**config.mk**
```make
export PLATFORM = sky130hd
export DESIGN_NAME = base64_stream_decoder_flat
export DESIGN_NICKNAME = d
export VERILOG_FILES = /design/src/hw/rtl/b64d_pkg.sv /design/src/hw/rtl/b64d_if.sv /design/src/hw/rtl/base64_stream_decoder.sv /design/src/hw/rtl/b64d_front.sv /design/src/hw/rtl/b64d_queue.sv /design/src/hw/rtl/b64d_back.sv /design/src/flat_wrapper.sv
export SDC_FILE = /design/constraint.sdc
export NUM_CORES = 1
export LEC_CHECK = 0
export BUFFER_PORTS_ARGS = -buffer_cell sky130_fd_sc_hd__buf_2
export CORE_MARGIN = 10
export CORE_UTILIZATION = 45
export CTS_CLUSTER_SIZE = 40
export DETAILED_ROUTE_END_ITERATION = 7
export PLACE_DENSITY = 0.67
export SLEW_MARGIN = 40
export SYNTH_ARGS = -nofsm -noshare
export SYNTH_HDL_FRONTEND = slang
export SYNTH_SLANG_ARGS = --single-unit
```
**constraint.sdc**
```tcl
create_clock -name clk -period 13.5 [get_ports clk]
set_input_delay 2.7 -clock clk [delete_from_list [all_inputs] [get_ports clk]]
set_output_delay 2.7 -clock clk [all_outputs]
set_load 0.05 [all_outputs]
```
**src/hw/rtl/b64d_pkg.sv**
```systemverilog
// Shared types and constants of the base64 stream decoder.
package b64d_pkg;

  localparam int unsigned PADDR_W = 3;
  localparam int unsigned PDATA_W = 32;
  localparam logic [PADDR_W-1:0] REG_ALPHABET_SELECT = 3'd0;

  localparam int unsigned QUEUE_DEPTH = 2;
  localparam int unsigned QPTR_W = $clog2(QUEUE_DEPTH);
  localparam int unsigned QCNT_W = $clog2(QUEUE_DEPTH + 1);

  typedef enum logic [1:0] {
    STATUS_OK       = 2'd0,
    STATUS_NO_VALID = 2'd1,
    STATUS_BAD_PAD  = 2'd2
  } status_t;

  // One decoded group handed from the front end to the output sequencer.
  typedef struct packed {
    logic [23:0] word;      // three bytes, first byte in the top bits
    logic [1:0]  nbytes;    // bytes kept from word, 0..3
    logic        msg_end;   // this entry closes the message
    status_t     status;    // message status, meaningful with msg_end
  } job_t;

endpackage

```
**src/hw/rtl/b64d_if.sv**
```systemverilog
// Stream channel interfaces: encoded characters in, decoded bytes out.
interface b64d_in_if;
  logic       valid;
  logic       ready;
  logic [7:0] in_char;
  logic       end_of_input;

  modport source (output valid, output in_char, output end_of_input, input ready);
  modport sink   (input valid, input in_char, input end_of_input, output ready);
endinterface

interface b64d_out_if;
  logic       valid;
  logic       ready;
  logic [7:0] out_byte;
  logic       byte_valid;
  logic       run_last;
  logic       message_end;
  logic [1:0] status;

  modport source (output valid, output out_byte, output byte_valid, output run_last,
                  output message_end, output status, input ready);
  modport sink   (input valid, input out_byte, input byte_valid, input run_last,
                  input message_end, input status, output ready);
endinterface

```
**src/hw/rtl/base64_stream_decoder.sv**
```systemverilog
// Top level of the base64 stream decoder: channels, register port and sub-blocks.
//
//   channel   dir  kind          payload
//   in_chan   in   valid/ready   in_char[7:0], end_of_input
//   out_chan  out  valid/ready   out_byte[7:0], byte_valid, run_last, message_end, status[1:0]
//   APB       in   psel/penable  alphabet_select at byte address 0 (bit 0)
//
// One character per cycle is accepted while the queue has room; the front end decodes it
// in the same cycle and queues a job of zero to three bytes. The output sequencer sends one
// result per cycle if out_chan is ready; a four-character group yields at most three results.
// The two-entry job queue sets the slack: input stalls only while the queue is full.
// Reset (rst, synchronous) clears the group state, the queue and alphabet_select.
// The output side may stall at will; results hold until transferred.
module base64_stream_decoder
  import b64d_pkg::*;
(
  input  logic               clk,
  input  logic               rst,
  b64d_in_if.sink            in_chan,
  b64d_out_if.source         out_chan,
  input  logic               psel,
  input  logic               penable,
  input  logic               pwrite,
  input  logic [PADDR_W-1:0] paddr,
  input  logic [PDATA_W-1:0] pwdata,
  output logic [PDATA_W-1:0] prdata,
  output logic               pready
);

  logic alphabet_select;
  logic cfg_write;

  logic job_push;
  logic job_can_push;
  logic job_pop;
  logic job_avail;
  job_t front_job;
  job_t head_job;

  // Register port: zero-wait writes, decode on the word address only.
  assign pready    = 1'b1;
  assign cfg_write = psel && penable && pwrite && pready;

  always_ff @(posedge clk) begin
    if (rst) begin
      alphabet_select <= 1'b0;
    end else if (cfg_write && paddr[PADDR_W-1:2] == REG_ALPHABET_SELECT[PADDR_W-1:2]) begin
      alphabet_select <= pwdata[0];
    end
  end

  always_comb begin
    prdata = '0;
    if (paddr[PADDR_W-1:2] == REG_ALPHABET_SELECT[PADDR_W-1:2]) begin
      prdata[0] = alphabet_select;
    end
  end

  // Front end: classify the character and advance the group state on each transfer.
  b64d_front u_front (
    .clk             (clk),
    .rst             (rst),
    .alphabet_select (alphabet_select),
    .in_valid        (in_chan.valid),
    .in_char         (in_chan.in_char),
    .end_of_input    (in_chan.end_of_input),
    .in_ready        (in_chan.ready),
    .job_ready       (job_can_push),
    .job_push        (job_push),
    .job             (front_job)
  );

  // Queue: decouple character intake from byte output.
  b64d_queue u_queue (
    .clk       (clk),
    .rst       (rst),
    .push      (job_push),
    .push_job  (front_job),
    .can_push  (job_can_push),
    .pop       (job_pop),
    .not_empty (job_avail),
    .head      (head_job)
  );

  // Back end: drop the head job once its last result is transferred.
  b64d_back u_back (
    .clk         (clk),
    .rst         (rst),
    .job_valid   (job_avail),
    .job         (head_job),
    .job_pop     (job_pop),
    .out_valid   (out_chan.valid),
    .out_ready   (out_chan.ready),
    .out_byte    (out_chan.out_byte),
    .byte_valid  (out_chan.byte_valid),
    .run_last    (out_chan.run_last),
    .message_end (out_chan.message_end),
    .status      (out_chan.status)
  );

endmodule

```
**src/hw/rtl/b64d_front.sv**
```systemverilog
// Front end: character classification, group assembly and padding rules.
module b64d_front
  import b64d_pkg::*;
(
  input  logic       clk,
  input  logic       rst,
  input  logic       alphabet_select,
  input  logic       in_valid,
  input  logic [7:0] in_char,
  input  logic       end_of_input,
  output logic       in_ready,
  input  logic       job_ready,
  output logic       job_push,
  output job_t       job
);

  localparam logic [7:0] CHAR_PAD = 8'h3D;

  logic [17:0] sextet_store, sextet_store_next;
  logic [1:0]  group_fill, group_fill_next;
  logic [2:0]  pad_count, pad_count_next;
  logic        stopped, stopped_next;
  logic        seen_valid, seen_valid_next;
  logic        bad_pad, bad_pad_next;

  logic        is_sym;
  logic [5:0]  sym;
  logic        take;
  logic        is_pad;
  logic [2:0]  pad_inc;
  logic [2:0]  pad_total;
  logic [23:0] word;
  logic [1:0]  nbytes;

  // Map a character to its sextet; pad decodes as zero.
  function automatic logic [6:0] decode_char(input logic [7:0] c, input logic url);
    logic [6:0] r;
    r = 7'd0;
    if (c >= 8'h41 && c <= 8'h5A)      r = {1'b1, 6'(c - 8'h41)};
    else if (c >= 8'h61 && c <= 8'h7A) r = {1'b1, 6'(c - 8'h61 + 8'd26)};
    else if (c >= 8'h30 && c <= 8'h39) r = {1'b1, 6'(c - 8'h30 + 8'd52)};
    else if (c == CHAR_PAD)            r = {1'b1, 6'd0};
    else if (!url && c == 8'h2B)       r = {1'b1, 6'd62};
    else if (!url && c == 8'h2F)       r = {1'b1, 6'd63};
    else if (url && c == 8'h2D)        r = {1'b1, 6'd62};
    else if (url && c == 8'h5F)        r = {1'b1, 6'd63};
    return r;
  endfunction

  // Bytes kept by a completed group, from its pad count.
  function automatic logic [1:0] keep_of(input logic [2:0] pads);
    logic [1:0] k;
    unique case (pads)
      3'd0:    k = 2'd3;
      3'd1:    k = 2'd2;
      3'd2:    k = 2'd1;
      default: k = 2'd0;
    endcase
    return k;
  endfunction

  assign {is_sym, sym} = decode_char(in_char, alphabet_select);
  assign is_pad   = (in_char == CHAR_PAD);
  assign take     = !stopped && is_sym;
  assign in_ready = job_ready;

  always_comb begin
    sextet_store_next = sextet_store;
    group_fill_next   = group_fill;
    pad_count_next    = pad_count;
    stopped_next      = stopped;
    seen_valid_next   = seen_valid | take;
    bad_pad_next      = bad_pad;
    word              = 24'd0;
    nbytes            = 2'd0;
    pad_inc           = 3'd0;
    pad_total         = 3'd0;

    if (take) begin
      pad_total = pad_count + {2'b00, is_pad};
      if (group_fill != 2'd3) begin
        sextet_store_next = {sextet_store[11:0], sym};
        group_fill_next   = group_fill + 2'd1;
        pad_count_next    = pad_total;
      end else begin
        word              = {sextet_store, sym};
        nbytes            = keep_of(pad_total);
        bad_pad_next      = bad_pad | (pad_total >= 3'd3);
        stopped_next      = (pad_total != 3'd0);
        sextet_store_next = 18'd0;
        group_fill_next   = 2'd0;
        pad_count_next    = 3'd0;
      end
    end

    // Close a partial group with implied pads at end of message.
    if (end_of_input && !stopped_next && group_fill_next != 2'd0) begin
      unique case (group_fill_next)
        2'd1:    word = {sextet_store_next[5:0], 18'd0};
        2'd2:    word = {sextet_store_next[11:0], 12'd0};
        default: word = {sextet_store_next, 6'd0};
      endcase
      pad_inc      = 3'd4 - {1'b0, group_fill_next};
      pad_total    = pad_count_next + pad_inc;
      nbytes       = keep_of(pad_total);
      bad_pad_next = bad_pad_next | (pad_total >= 3'd3);
    end
  end

  always_comb begin
    job.word    = word;
    job.nbytes  = nbytes;
    job.msg_end = end_of_input;
    if (!seen_valid_next)  job.status = STATUS_NO_VALID;
    else if (bad_pad_next) job.status = STATUS_BAD_PAD;
    else                   job.status = STATUS_OK;
  end

  assign job_push = in_valid && in_ready && (nbytes != 2'd0 || end_of_input);

  always_ff @(posedge clk) begin
    if (rst) begin
      sextet_store <= '0;
      group_fill   <= '0;
      pad_count    <= '0;
      stopped      <= 1'b0;
      seen_valid   <= 1'b0;
      bad_pad      <= 1'b0;
    end else if (in_valid && in_ready) begin
      if (end_of_input) begin
        sextet_store <= '0;
        group_fill   <= '0;
        pad_count    <= '0;
        stopped      <= 1'b0;
        seen_valid   <= 1'b0;
        bad_pad      <= 1'b0;
      end else begin
        sextet_store <= sextet_store_next;
        group_fill   <= group_fill_next;
        pad_count    <= pad_count_next;
        stopped      <= stopped_next;
        seen_valid   <= seen_valid_next;
        bad_pad      <= bad_pad_next;
      end
    end
  end

endmodule

```
**src/hw/rtl/b64d_queue.sv**
```systemverilog
// Short job queue between the front end and the output sequencer.
module b64d_queue
  import b64d_pkg::*;
(
  input  logic clk,
  input  logic rst,
  input  logic push,
  input  job_t push_job,
  output logic can_push,
  input  logic pop,
  output logic not_empty,
  output job_t head
);

  job_t              slots [QUEUE_DEPTH];
  logic [QPTR_W-1:0] wr_ptr;
  logic [QPTR_W-1:0] rd_ptr;
  logic [QCNT_W-1:0] count;

  assign can_push  = (count != QCNT_W'(QUEUE_DEPTH));
  assign not_empty = (count != '0);
  assign head      = slots[rd_ptr];

  always_ff @(posedge clk) begin
    if (push) begin
      slots[wr_ptr] <= push_job;
    end
  end

  always_ff @(posedge clk) begin
    if (rst) begin
      wr_ptr <= '0;
      rd_ptr <= '0;
      count  <= '0;
    end else begin
      if (push) begin
        wr_ptr <= (wr_ptr == QPTR_W'(QUEUE_DEPTH - 1)) ? '0 : wr_ptr + 1'b1;
      end
      if (pop) begin
        rd_ptr <= (rd_ptr == QPTR_W'(QUEUE_DEPTH - 1)) ? '0 : rd_ptr + 1'b1;
      end
      unique case ({push, pop})
        2'b10:   count <= count + 1'b1;
        2'b01:   count <= count - 1'b1;
        default: count <= count;
      endcase
    end
  end

endmodule

```
**src/hw/rtl/b64d_back.sv**
```systemverilog
// Output sequencer: splits each queued job into byte results.
module b64d_back
  import b64d_pkg::*;
(
  input  logic       clk,
  input  logic       rst,
  input  logic       job_valid,
  input  job_t       job,
  output logic       job_pop,
  output logic       out_valid,
  input  logic       out_ready,
  output logic [7:0] out_byte,
  output logic       byte_valid,
  output logic       run_last,
  output logic       message_end,
  output logic [1:0] status
);

  logic [1:0] idx;
  logic [1:0] last_idx;
  logic       xfer;

  assign last_idx    = (job.nbytes == 2'd0) ? 2'd0 : job.nbytes - 2'd1;
  assign out_valid   = job_valid;
  assign byte_valid  = (job.nbytes != 2'd0);
  assign run_last    = (idx == last_idx);
  assign message_end = run_last && job.msg_end;
  assign status      = message_end ? job.status : STATUS_OK;
  assign xfer        = out_valid && out_ready;
  assign job_pop     = xfer && run_last;

  always_comb begin
    out_byte = 8'd0;
    if (byte_valid) begin
      unique case (idx)
        2'd0:    out_byte = job.word[23:16];
        2'd1:    out_byte = job.word[15:8];
        default: out_byte = job.word[7:0];
      endcase
    end
  end

  always_ff @(posedge clk) begin
    if (rst) begin
      idx <= '0;
    end else if (xfer) begin
      idx <= run_last ? 2'd0 : idx + 2'd1;
    end
  end

endmodule
```
**src/flat_wrapper.sv**
```systemverilog
// flat-port wrapper written by rule: the top's interface ports become plain ports
module base64_stream_decoder_flat import b64d_pkg::*;
  (clk, rst, psel, penable, pwrite, paddr, pwdata, prdata, pready, in_chan_valid, in_chan_in_char, in_chan_end_of_input, in_chan_ready, out_chan_valid, out_chan_out_byte, out_chan_byte_valid, out_chan_run_last, out_chan_message_end, out_chan_status, out_chan_ready);
  b64d_in_if in_chan_i ();
  b64d_out_if out_chan_i ();
  input  logic clk;
  input  logic rst;
  input  logic psel;
  input  logic penable;
  input  logic pwrite;
  input  logic [PADDR_W-1:0] paddr;
  input  logic [PDATA_W-1:0] pwdata;
  output logic [PDATA_W-1:0] prdata;
  output logic pready;
  input wire logic [$bits(in_chan_i.valid)-1:0] in_chan_valid;
  input wire logic [$bits(in_chan_i.in_char)-1:0] in_chan_in_char;
  input wire logic [$bits(in_chan_i.end_of_input)-1:0] in_chan_end_of_input;
  output wire logic [$bits(in_chan_i.ready)-1:0] in_chan_ready;
  output wire logic [$bits(out_chan_i.valid)-1:0] out_chan_valid;
  output wire logic [$bits(out_chan_i.out_byte)-1:0] out_chan_out_byte;
  output wire logic [$bits(out_chan_i.byte_valid)-1:0] out_chan_byte_valid;
  output wire logic [$bits(out_chan_i.run_last)-1:0] out_chan_run_last;
  output wire logic [$bits(out_chan_i.message_end)-1:0] out_chan_message_end;
  output wire logic [$bits(out_chan_i.status)-1:0] out_chan_status;
  input wire logic [$bits(out_chan_i.ready)-1:0] out_chan_ready;
  assign in_chan_i.valid = in_chan_valid;
  assign in_chan_i.in_char = in_chan_in_char;
  assign in_chan_i.end_of_input = in_chan_end_of_input;
  assign in_chan_ready = in_chan_i.ready;
  assign out_chan_valid = out_chan_i.valid;
  assign out_chan_out_byte = out_chan_i.out_byte;
  assign out_chan_byte_valid = out_chan_i.byte_valid;
  assign out_chan_run_last = out_chan_i.run_last;
  assign out_chan_message_end = out_chan_i.message_end;
  assign out_chan_status = out_chan_i.status;
  assign out_chan_i.ready = out_chan_ready;
  base64_stream_decoder u_core (.clk(clk), .rst(rst), .in_chan(in_chan_i), .out_chan(out_chan_i), .psel(psel), .penable(penable), .pwrite(pwrite), .paddr(paddr), .pwdata(pwdata), .prdata(prdata), .pready(pready));
endmodule
```
==> key figures, run 1 <==
Run status
  – Status: finished clean

Yosys
  – Cell Area, Synth: 5560 µm²
  – Post-synthesis compound-gate area fraction: 0.218
  – Xor and xnor area share after synthesis: 0.0202
  – Simple-Gate Fraction of Synth Area: 0.159
  – Prevailing post-synth register cell: edfxtp_1
  – Sequential area share after synthesis: 0.435
  – Mux share of post-synthesis cell area: 0.0470
  – Largest family of logic cells by synthesized area: compound AO/OA/AOI/OAI gates
  – Yosys warning count: 0
  – Syn Inst Count: 576
  – Adder-cell share of the synthesized area: 0.0337
  – Post-synth EDFFs: 58
  – Post-synthesis average cell area: 9.66 µm²
  – Synth Register Bits: 92
  – FFs w/ async S/R, synth: 0
  – Yosys cell types: 71

Route
  – Final wirelength: 13,600 µm
  – DR WL/cell: 17.9 µm
  – Via count: 4,486
  – # DRC: 0
  – Antenna Nets Post-Route: 0
  – DRT Pass-1 Iters: 5
  – DR vias/cell: 5.89
  – Initial DRC count: 559

Clock network
  – H-tree levels: 3
  – CTS tree: built
  – Number of CTS-inserted buffers: 9
  – Setup bufs post-CTS: 0
  – Hold buffer count at cts: 0
  – CTS-repair resized insts: 0
  – Worst-Skew Late Latency: 0.34 ns
  – Clock-pin slew on the worst setup and hold paths: 0.06 ns
  – Root Driver: clkbuf_16
  – Maximum clock insertion buffer count: 2
  – Clock Sink Count: 92

GRT
  – Largest net degree at the start of global routing: 36
  – GRT Util Overall: 0.151
  – First-pass GRT wire length: 22,100 µm
  – Vias in the first global route: 4,384
  – Grt total ovfl: 0
  – Initial antenna violation count: 0

STA
  – TNS Setup: 0 ns
  – Min Tclk post-route: 6.76 ns
  – Final Hold Fails: 0
  – Worst Skew: 0.00562 ns
  – # setup viols final: 0
  – Slew @ Worst Pin: 0.832 ns
  – Period utilisation layout: 0.500
  – RSZ-0062 raised after global routing: no
  – Slew Viols, Final: 0
  – Max transition margin: 0.444
  – Achievable Freq: 148 MHz

Power and ir drop
  – Pwr Total: 0.681 mW
  – PwrDens: 114 nW/µm²
  – Max VDD drop: 0.0751 mV
  – Leakage: 2.20 nW

Cells and area
  – Most frequent cells in the layout: nand2_1, edfxtp_1, nor2_1
  – Layout Nets: 655
  – # diodes: 0
  – FF+latch area: 2420 µm²
  – Multi-input gate area: 2790 µm²
  – Layout cells sized above 1: 0.120
  – Fillers: 1,108
  – Synth-to-layout area growth: 7.06%

Critical path
  – Critical Path RT: 13.58 ns
  – Worst r2r path cells: 6
  – Worst Setup SP: in_chan_in_char[4]
  – CP Data Arrival Time: 6.83 ns
  – FF-to-FF End: u_core.u_queue.slots[0][23]
  – R2R Setup Slk: 9.52 ns
  – FF-to-FF Start: u_core.u_front.group_fill[0]
  – Worst Setup Start Kind: primary input
  – Crit end category: register
  – CP Class: in -> reg
  – Setup crit end: u_core.u_queue.slots[0][20]
  – CP Max Fanout: 21

Die
  – I/O Pins: 99
  – Row count: 40
  – Die height: 131 µm
  – Area of the core: 12,100 µm²
  – Die area: 17,200 µm²
  – Starting Density: 0.461
  – Die W: 131 µm

Place
  – Input/output buffers: 33
  – Dpl hpwl: 9400 µm
  – Placer Congestion: 0.865

Worst hold path
  – Hold Crit Start: u_core.u_front.bad_pad
  – Tightest Hold Check Type: reg -> reg

Flow run
  – Max cap viols: 0
-- per-stage QoR --
stage / cell area [µm²] / cells / setup slack, ns / hold WS [ns] / util
after floorplan: 5680 / 606 / 7.28 / 0.436 / -
after global placement: 5680 / 745 / 6.55 / 0.451 / 0.471
after detailed placement: 5680 / 745 / 6.53 / 0.454 / 0.471
after CTS: 5940 / 760 / 6.87 / 0.462 / 0.493
after global routing: 5960 / 761 / 6.48 / 0.476 / 0.494
final: 5960 / 761 / 6.74 / 0.458 / 0.494
-- worst max-delay path, cell delays in order --
cell and delay (ns):
buf_2 0.23, nor4bb_1 0.60, nand3_1 0.47, inv_1 0.17, ha_1 0.16, ha_1 0.22
xor2_1 0.13, o31ai_1 0.36, o21ai_0 0.17, a31oi_1 0.21, o21ai_1 0.10, buf_4 0.20
and2_1 0.42, a222oi_1 0.58, inv_1 0.10
-- synthesized netlist by cell type (3+ instances only) --
cell	n	area, µm²
buf_2	5	25.0
a2bb2oi_1	5	43.8
nor2b_1	13	81.3
a211oi_1	14	105
mux2i_1	16	160
a32oi_1	4	35.0
a21o_1	4	30.0
mux2_2	5	56.3
nor3b_1	3	22.5
nor2_1	60	225
a22oi_1	26	195
buf_6	4	45.0
o32ai_1	3	26.3
dfxtp_1	34	681
buf_4	33	248
nor3_1	6	30.0
and2_1	5	31.3
o21ai_0	19	95.1
xor2_1	5	43.8
o31ai_1	3	22.5
ha_1	15	188
a311oi_1	8	70.1
a22o_1	11	96.3
clkbuf_1	23	86.3
nand2b_1	5	31.3
a21oi_1	27	135
inv_1	17	63.8
o221ai_1	3	26.3
o211ai_1	5	37.5
a211o_1	3	26.3
nand2_1	58	218
nand3_1	13	65.1
edfxtp_1	58	1740
and3_1	4	25.0
nand3b_1	3	22.5
a31oi_1	5	31.3
xnor2_1	6	52.6
-- cells by family after synthesis --
group | count (synthesis)
buf+inv | 83
fa+ha+maj | 15
flops | 92
compound gates | 162
mux | 23
xor+xnor | 12
simple gates | 187
other cells | 2
-- layer usage --
layer  track usage  up-vias  routed length [µm]
met5             0        -                   0
met4        0.0550        0                 211
met3        0.0244       18                 814
met2         0.246      188                6540
met1         0.198     2178                6020
li1              -     2102                   -
-- state kept, by name (all words and copies together) (netlist names), named ones only --
signal	cells
u_core.u_front.pad_count	3
u_core.u_queue.count	2
u_core.u_front.sextet_store	18
u_core.u_back.idx	2
u_core.u_queue.rd_ptr	1
u_core.u_front.stopped	1
u_core.alphabet_select	1
u_core.u_queue.wr_ptr	1
u_core.u_front.seen_valid	1
u_core.u_queue.slots	58
u_core.u_front.bad_pad	1
u_core.u_front.group_fill	2
-- worst min path at each step --
stage	endpoint	slack, ns	depth (start not counted)
floorplan	u_core.u_front.bad_pad	0.44	2
global placement	u_core.u_front.bad_pad	0.45	2
detailed placement	u_core.u_front.bad_pad	0.45	2
CTS	u_core.u_front.bad_pad	0.46	2
global route	u_core.u_front.bad_pad	0.48	2
finish	u_core.u_front.bad_pad	0.46	2
-- cell type report --
class,instances,share of cell area
sequential,92,0.407
multi-input combinational,431,0.468
inverter,17,0.0107
clock inverter,4,0.00462
timing repair buffer,38,0.0353
tap,168,0.0353
clock buffer,11,0.0391
-- where the power goes --
group | internal, mW | switching [mW]
Sequential | 0.307 | 0.00665
Clock | 0.123 | 0.101
Combinational | 0.0366 | 0.107
Power figures use the tool's default switching activity.
==> run 2, diff against run 1 <==
Settings changed: PLACE_DENSITY 0.67 to 0.69.
Clock period 13.5 ns to 5.9 ns, I/O delays scaled along.
==> run 2 against run 1 <==
Clock power rose to 2.6 times the previous value. Sequential share of layout area fell by 0.25 points. Routed wire length is essentially flat. Critical path depth is the same. Design area increased by 0.63%. Register-to-register slack got worse by 7.6 ns.
==> key figures, run 2 (synthesized netlist as in run 1, its figures left out) <==
GRT
  – GRT Util Overall: 0.150 (-0.000810)
  – Initial antenna violation count: 0 (unchanged)
  – Largest net degree at the start of global routing: 36 (unchanged)
  – Grt total ovfl: 0 (unchanged)
  – Vias in the first global route: 4,259 (-2.9%)
  – First-pass GRT wire length: 21,700 µm (-1.8%)

Critical path
  – FF-to-FF End: u_core.u_queue.slots[0][28]
  – CP Max Fanout: 16 (-24%)
  – Crit-path max cell delay: 0.61 ns (about the same)
  – Worst r2r path cells: 7 (+1)
  – CP Class: in -> reg
  – CP Data Arrival Time: 5.25 ns (-1.58 ns)
  – Crit end category: register
  – R2R Setup Slk: 1.91 ns (-7.61 ns)
  – Worst-path cell chain: buf_2 -> nor4bb_1 -> nand3_1 -> inv_1 -> ha_1 -> ha_1 -> xor2_1 -> o31ai_1 -> o21ai_0 -> a31oi_1 -> o21ai_1 -> and2_1 -> buf_4 -> a22oi_1 -> o21ai_0
  – Slowest CP cell: and2_1
  – Worst Setup Start Kind: primary input
  – FF-to-FF Start: u_core.u_front.group_fill[0]
  – Critical Path RT: 5.99 ns (-7.59 ns)

Cells and area
  – Biggest regs: u_core.u_queue.slots: 58 flops, u_core.u_front.sextet_store: 18 flops, u_core.u_front.pad_count: 3 flops
  – Layout cells sized above 1: 0.126 (+0.00653)
  – Most frequent cells in the layout: edfxtp_1, nand2_1, nor2_1
  – # diodes: 0 (unchanged)
  – Max FFs per register: 58 (unchanged)
  – Commonest non-fill, non-tap cell in the layout: edfxtp_1
  – Synth-to-layout area growth: 7.74%
  – Most flops, register: u_core.u_queue.slots
  – Layout Nets: 655 (unchanged)

STA
  – Hold WS: 0.465 ns (+0.00733 ns)
  – Worst Skew: 0.00932 ns (+0.00371 ns)
  – Min Tclk post-route: 5.16 ns
  – TNS Setup: 0 ns (unchanged)
  – # setup viols final: 0 (unchanged)
  – Period utilisation layout: 0.875
  – Setup ws final: 0.739 ns (-6.01 ns)
  – Final Hold Fails: 0 (unchanged)
  – Slew Viols, Final: 0 (unchanged)
  – Slew @ Worst Pin: 0.842 ns (+0.00939 ns)
  – Max transition margin: 0.439 (-0.00492)
  – RSZ-0062 raised after global routing: no
  – Achievable Freq: 194 MHz

Clock network
  – Clock-pin slew on the worst setup and hold paths: 0.07 ns (about the same)
  – CTS-repair resized insts: 0 (unchanged)
  – Clock Sink Count: 92 (unchanged)
  – Root Driver: clkbuf_16
  – Setup bufs post-CTS: 0 (unchanged)
  – Worst-Skew Late Latency: 0.34 ns (about the same)
  – CTS tree: built
  – Number of CTS-inserted buffers: 9 (unchanged)
  – H-tree levels: 3 (unchanged)
  – Hold buffer count at cts: 0 (unchanged)
  – Maximum clock insertion buffer count: 2 (unchanged)

Route
  – # DRC: 0 (unchanged)
  – Via count: 4,428 (-1.3%)
  – Final wirelength: 13,600 µm (about the same)
  – Initial DRC count: 378 (-32%)
  – DR WL/cell: 17.8 µm (-0.22%)
  – Antenna Nets Post-Route: 0 (unchanged)
  – DRT Pass-1 Iters: 5 (unchanged)
  – DR vias/cell: 5.81 (-1.4%)

Die
  – Starting Density: 0.461 (unchanged)
  – Die height: 131 µm (unchanged)
  – I/O Pins: 99 (unchanged)
  – Row count: 40 (unchanged)
  – Area of the core: 12,100 µm² (unchanged)
  – Die W: 131 µm (unchanged)
  – Die area: 17,200 µm² (unchanged)

Worst hold path
  – Tightest Hold Check Type: reg -> reg
  – Hold-critical path depth: 2 (unchanged)
  – Worst hold endpoint: u_core.u_front.bad_pad
  – Hold Crit Start: u_core.u_front.bad_pad

Power and ir drop
  – Pwr Total: 1.62 mW (+140%)
  – Leakage: 2.23 nW (+1.1%)
  – Max VDD drop: 0.160 mV (+110%)
  – PwrDens: 270 nW/µm² (+140%)

Place
  – Dpl hpwl: 9600 µm (+2.1%)
  – Pre-CTS setup slack: 0.469 ns (-6.06 ns)
  – Input/output buffers: 33 (unchanged)
  – Placer Congestion: 0.896 (+3.7%)

Run status
  – Status: finished clean

Flow run
  – Max cap viols: 0 (unchanged)
-- run 2: cell count changes in the layout (fill, tap and decap cells not counted) --
cell	change
bufinv_16	+1
inv_6	+1
clkinv_2	+1
clkbuf_8	+1
nand2_1	-1
nand2_2	+1
buf_8	-1
clkbuf_1	-1
clkinv_1	-1
buf_4	+1
clkinvlp_4	-1
-- run 2: per-stage QoR --
step           instances  cell area [µm²]   util
2_1_floorplan        606             5680      -
3_3_place_gp         746             5680  0.471
3_5_place_dp         746             5690  0.471
4_1_cts              762             5990  0.497
5_1_grt              762             5990  0.497
6_report             762             5990  0.497
-- run 2: routing by layer --
| metal | part of all wire | GRT usage |
|---|---|---|
| met5 | 0 | 0 |
| met4 | 0.021 | 0.0663 |
| met3 | 0.064 | 0.0263 |
| met2 | 0.48 | 0.246 |
| met1 | 0.44 | 0.190 |
-- run 2: worst max path at each step --
stage / start / end / depth (start not counted)
final: in_chan_in_char[4] / u_core.u_queue.slots[0][28] / 15
after global routing: in_chan_in_char[4] / u_core.u_queue.slots[1][23] / 15
after CTS: in_chan_in_char[4] / u_core.u_queue.slots[0][28] / 15
after detailed placement: in_chan_in_char[4] / u_core.u_queue.slots[0][28] / 15
after global placement: in_chan_in_char[4] / u_core.u_queue.slots[0][28] / 15
after floorplan: in_chan_in_char[5] / u_core.u_queue.slots[0][0] / 9
-- run 2: area by class of cell --
cell class,count,area [µm²]
Timing Repair Buffer,38,203
Multi-Input combinational cell,431,2790
Inverter,17,63.8
Fill cell,1110,6070
Clock buffer,11,243
Tap cell,168,210
Clock inverter,5,60.1
Sequential cell,92,2420
-- run 2: report_power, final --
part	switching, mW	internal [mW]	total (mW)	leakage, nW
Sequential	0.0146	0.702	0.717	0.857
Combinational	0.242	0.0828	0.325	1.23
Clock	0.238	0.341	0.579	0.146
-- run 2: worst max-delay path: cells and delay by family --
family                     cells  cell delay [ns]
and+or+nand+nor                3             1.64
AOI/OAI and AO/OA              6             1.04
buffers and inverters          3             0.65
adders and majority gates      2             0.40
xor gates and xnor gates       1             0.31
==> run 3, diff against run 2 <==
Settings changed: CORE_ASPECT_RATIO set to 0.7, CORE_UTILIZATION 45 to 50, PLACE_DENSITY 0.69 to 0.75.
==> run 3 against run 2 <==
Via count rose by 1.9%. Clock power decreased by 3%. Maximum frequency is 4.1% higher. Clock-buffer cell count shrank 2. Critical path depth shrank 1. Power is 0.87% lower. Utilization increased by 5.0 points. Cell count shrank 1.7%. Clock skew fell by 0.0040 ns. Critical path type unchanged.
==> key figures, run 3 (synthesized netlist as in run 1, its figures left out) <==
Run status
  – Status: finished clean

Worst hold path
  – Hold Crit Start: u_core.u_front.bad_pad
  – Tightest Hold Check Type: reg -> reg
  – Hold-critical path depth: 2 (unchanged)
  – Worst hold endpoint: u_core.u_front.bad_pad

Cells and area
  – Layout cells sized above 1: 0.129 (+0.00293)
  – Most flops, register: u_core.u_queue.slots
  – Final Instance Area: 5980 µm² (-0.25%)
  – Most frequent cells in the layout: nand2_1, edfxtp_1, nor2_1
  – Fillers: 964 (-13%)
  – Layout Nets: 657 (+0.31%)
  – # diodes: 0 (unchanged)
  – Max FFs per register: 58 (unchanged)
  – Biggest regs: u_core.u_queue.slots: 58 flops, u_core.u_front.sextet_store: 18 flops, u_core.u_front.pad_count: 3 flops
  – Synth-to-layout area growth: 7.47%

Clock network
  – Hold buffer count at cts: 0 (unchanged)
  – Setup bufs post-CTS: 0 (unchanged)
  – Number of CTS-inserted buffers: 9 (unchanged)
  – H-tree levels: 3 (unchanged)
  – Maximum clock insertion buffer count: 2 (unchanged)
  – CTS-repair resized insts: 0 (unchanged)
  – Worst-Skew Late Latency: 0.35 ns (about the same)
  – Root Driver: clkbuf_16
  – CTS tree: built
  – Clock-pin slew on the worst setup and hold paths: 0.07 ns (about the same)
  – Clock Sink Count: 92 (unchanged)

Die
  – Die area: 15,800 µm² (-8.1%)
  – Row count: 32 (-20%)
  – Area of the core: 10,900 µm² (-9.4%)
  – Starting Density: 0.509 (+0.0477)
  – I/O Pins: 99 (unchanged)
  – Die W: 146 µm (+11%)
  – Die height: 108 µm (-17%)

Critical path
  – CP Class: in -> reg
  – Worst Setup Start Kind: primary input
  – Crit end category: register
  – FF-to-FF End: u_core.u_queue.slots[0][23]
  – CP Data Arrival Time: 5.04 ns (-0.21 ns)
  – R2R Setup Slk: 2.06 ns (+0.15 ns)
  – Critical Path RT: 5.98 ns (about the same)
  – Worst r2r path cells: 6 (-1)
  – CP Max Fanout: 12 (-4)
  – FF-to-FF Start: u_core.u_front.group_fill[0]

Place
  – Post-Place Cell Area: 5680 µm² (about the same)
  – Placer Congestion: 0.884 (-1.4%)
  – Pre-CTS setup slack: 0.831 ns (+0.361 ns)
  – Dpl hpwl: 9670 µm (+0.73%)
  – Input/output buffers: 33 (unchanged)

STA
  – # setup viols final: 0 (unchanged)
  – Final Hold Fails: 0 (unchanged)
  – Max transition margin: 0.400 (-0.0392)
  – Achievable Freq: 202 MHz (+4.1%)
  – TNS Setup: 0 ns (unchanged)
  – Slew @ Worst Pin: 0.891 ns (+0.0495 ns)
  – Min Tclk post-route: 4.96 ns (-0.202 ns)
  – Period utilisation layout: 0.841 (-0.0342)
  – Worst Skew: 0.00534 ns (-0.00399 ns)
  – Setup ws final: 0.940 ns (+0.202 ns)
  – Slew Viols, Final: 0 (unchanged)
  – Hold WS: 0.465 ns (+0.000306 ns)
  – RSZ-0062 raised after global routing: no

Power and ir drop
  – PwrDens: 269 nW/µm² (-0.62%)
  – Leakage: 2.24 nW (+0.32%)
  – Max VDD drop: 0.195 mV (+22%)

GRT
  – First-pass GRT wire length: 21,900 µm (+1.2%)
  – Grt total ovfl: 0 (unchanged)
  – GRT Util Overall: 0.171 (+0.0204)
  – Initial antenna violation count: 0 (unchanged)
  – Vias in the first global route: 4,205 (-1.3%)
  – Largest net degree at the start of global routing: 36 (unchanged)

Route
  – # DRC: 0 (unchanged)
  – Final wirelength: 13,900 µm (+2.7%)
  – DR WL/cell: 18.6 µm (+4.5%)
  – Initial DRC count: 475 (+26%)
  – Antenna Nets Post-Route: 0 (unchanged)
  – DRT Pass-1 Iters: 6 (+1)
  – Via count: 4,514 (+1.9%)
  – DR vias/cell: 6.03 (+3.7%)

Flow run
  – Max cap viols: 0 (unchanged)
-- run 3: cell count changes in the layout (fill, tap and decap cells not counted) --
cell       before  now
clkbuf_8        1    0
inv_8           0    2
buf_4           5    7
bufinv_16       1    0
clkinv_8        0    1
nand2_2         1    0
clkbuf_1        1    0
nand2_1        57   58
-- run 3: per-layer routing --
metal | vias up | global-route usage | wire, µm
met5 | - | 0 | 0
li1 | 2105 | - | -
met2 | 240 | 0.259 | 6130
met4 | 0 | 0.0506 | 197
met3 | 21 | 0.0534 | 1420
met1 | 2148 | 0.231 | 6200
-- run 3: how the worst max path moves through the flow --
stage	startpoint	cells past startpoint	endpoint	slack, ns
after detailed placement	in_chan_in_char[4]	14	u_core.u_queue.slots[0][20]	0.83
final	in_chan_in_char[4]	14	u_core.u_queue.slots[0][20]	0.94
after floorplan	in_chan_in_char[5]	9	u_core.u_queue.slots[0][0]	1.20
after CTS	in_chan_in_char[4]	16	u_core.u_queue.slots[1][23]	1.08
after global placement	in_chan_in_char[4]	14	u_core.u_queue.slots[1][20]	0.87
after global routing	in_chan_in_char[4]	14	u_core.u_queue.slots[0][20]	0.69
-- run 3: metrics by stage --
stage | utilization | cells | power [mW]
6_report | 0.547 | 749 | 1.61
3_3_place_gp | 0.520 | 733 | 1.05
4_1_cts | 0.547 | 749 | 1.61
3_5_place_dp | 0.520 | 733 | 1.05
5_1_grt | 0.547 | 749 | 1.67
2_1_floorplan | - | 606 | 1.00
-- run 3: power by group --
| group | internal, mW | switching (mW) | total, mW |
|---|---|---|---|
| clock | 0.296 | 0.265 | 0.561 |
| sequential | 0.702 | 0.0155 | 0.717 |
| combinational | 0.0830 | 0.245 | 0.328 |
| total | 1.08 | 0.526 | 1.61 |
-- run 3: area by class of cell --
| class | count | area, µm² | share of cell area |
|---|---|---|---|
| Clock inverter | 7 | 68.8 | 0.0115 |
| Sequential cell | 92 | 2420 | 0.405 |
| Multi-Input combinational cell | 431 | 2790 | 0.466 |
| Timing Repair Buffer | 40 | 218 | 0.0364 |
| Tap cell | 153 | 191 | 0.0320 |
| Clock buffer | 9 | 225 | 0.0377 |
| Inverter | 17 | 63.8 | 0.0107 |
-- run 3: critical path, cell delays in order --
cell      delay (ns)
buf_2           0.23
nor4bb_1        0.56
nand3_1         0.50
inv_1           0.17
ha_1            0.19
ha_1            0.22
xor2_1          0.15
o31ai_1         0.27
o21ai_0         0.17
a31oi_1         0.23
o21ai_1         0.11
and2_1          0.30
a222oi_1        0.64
inv_1           0.12
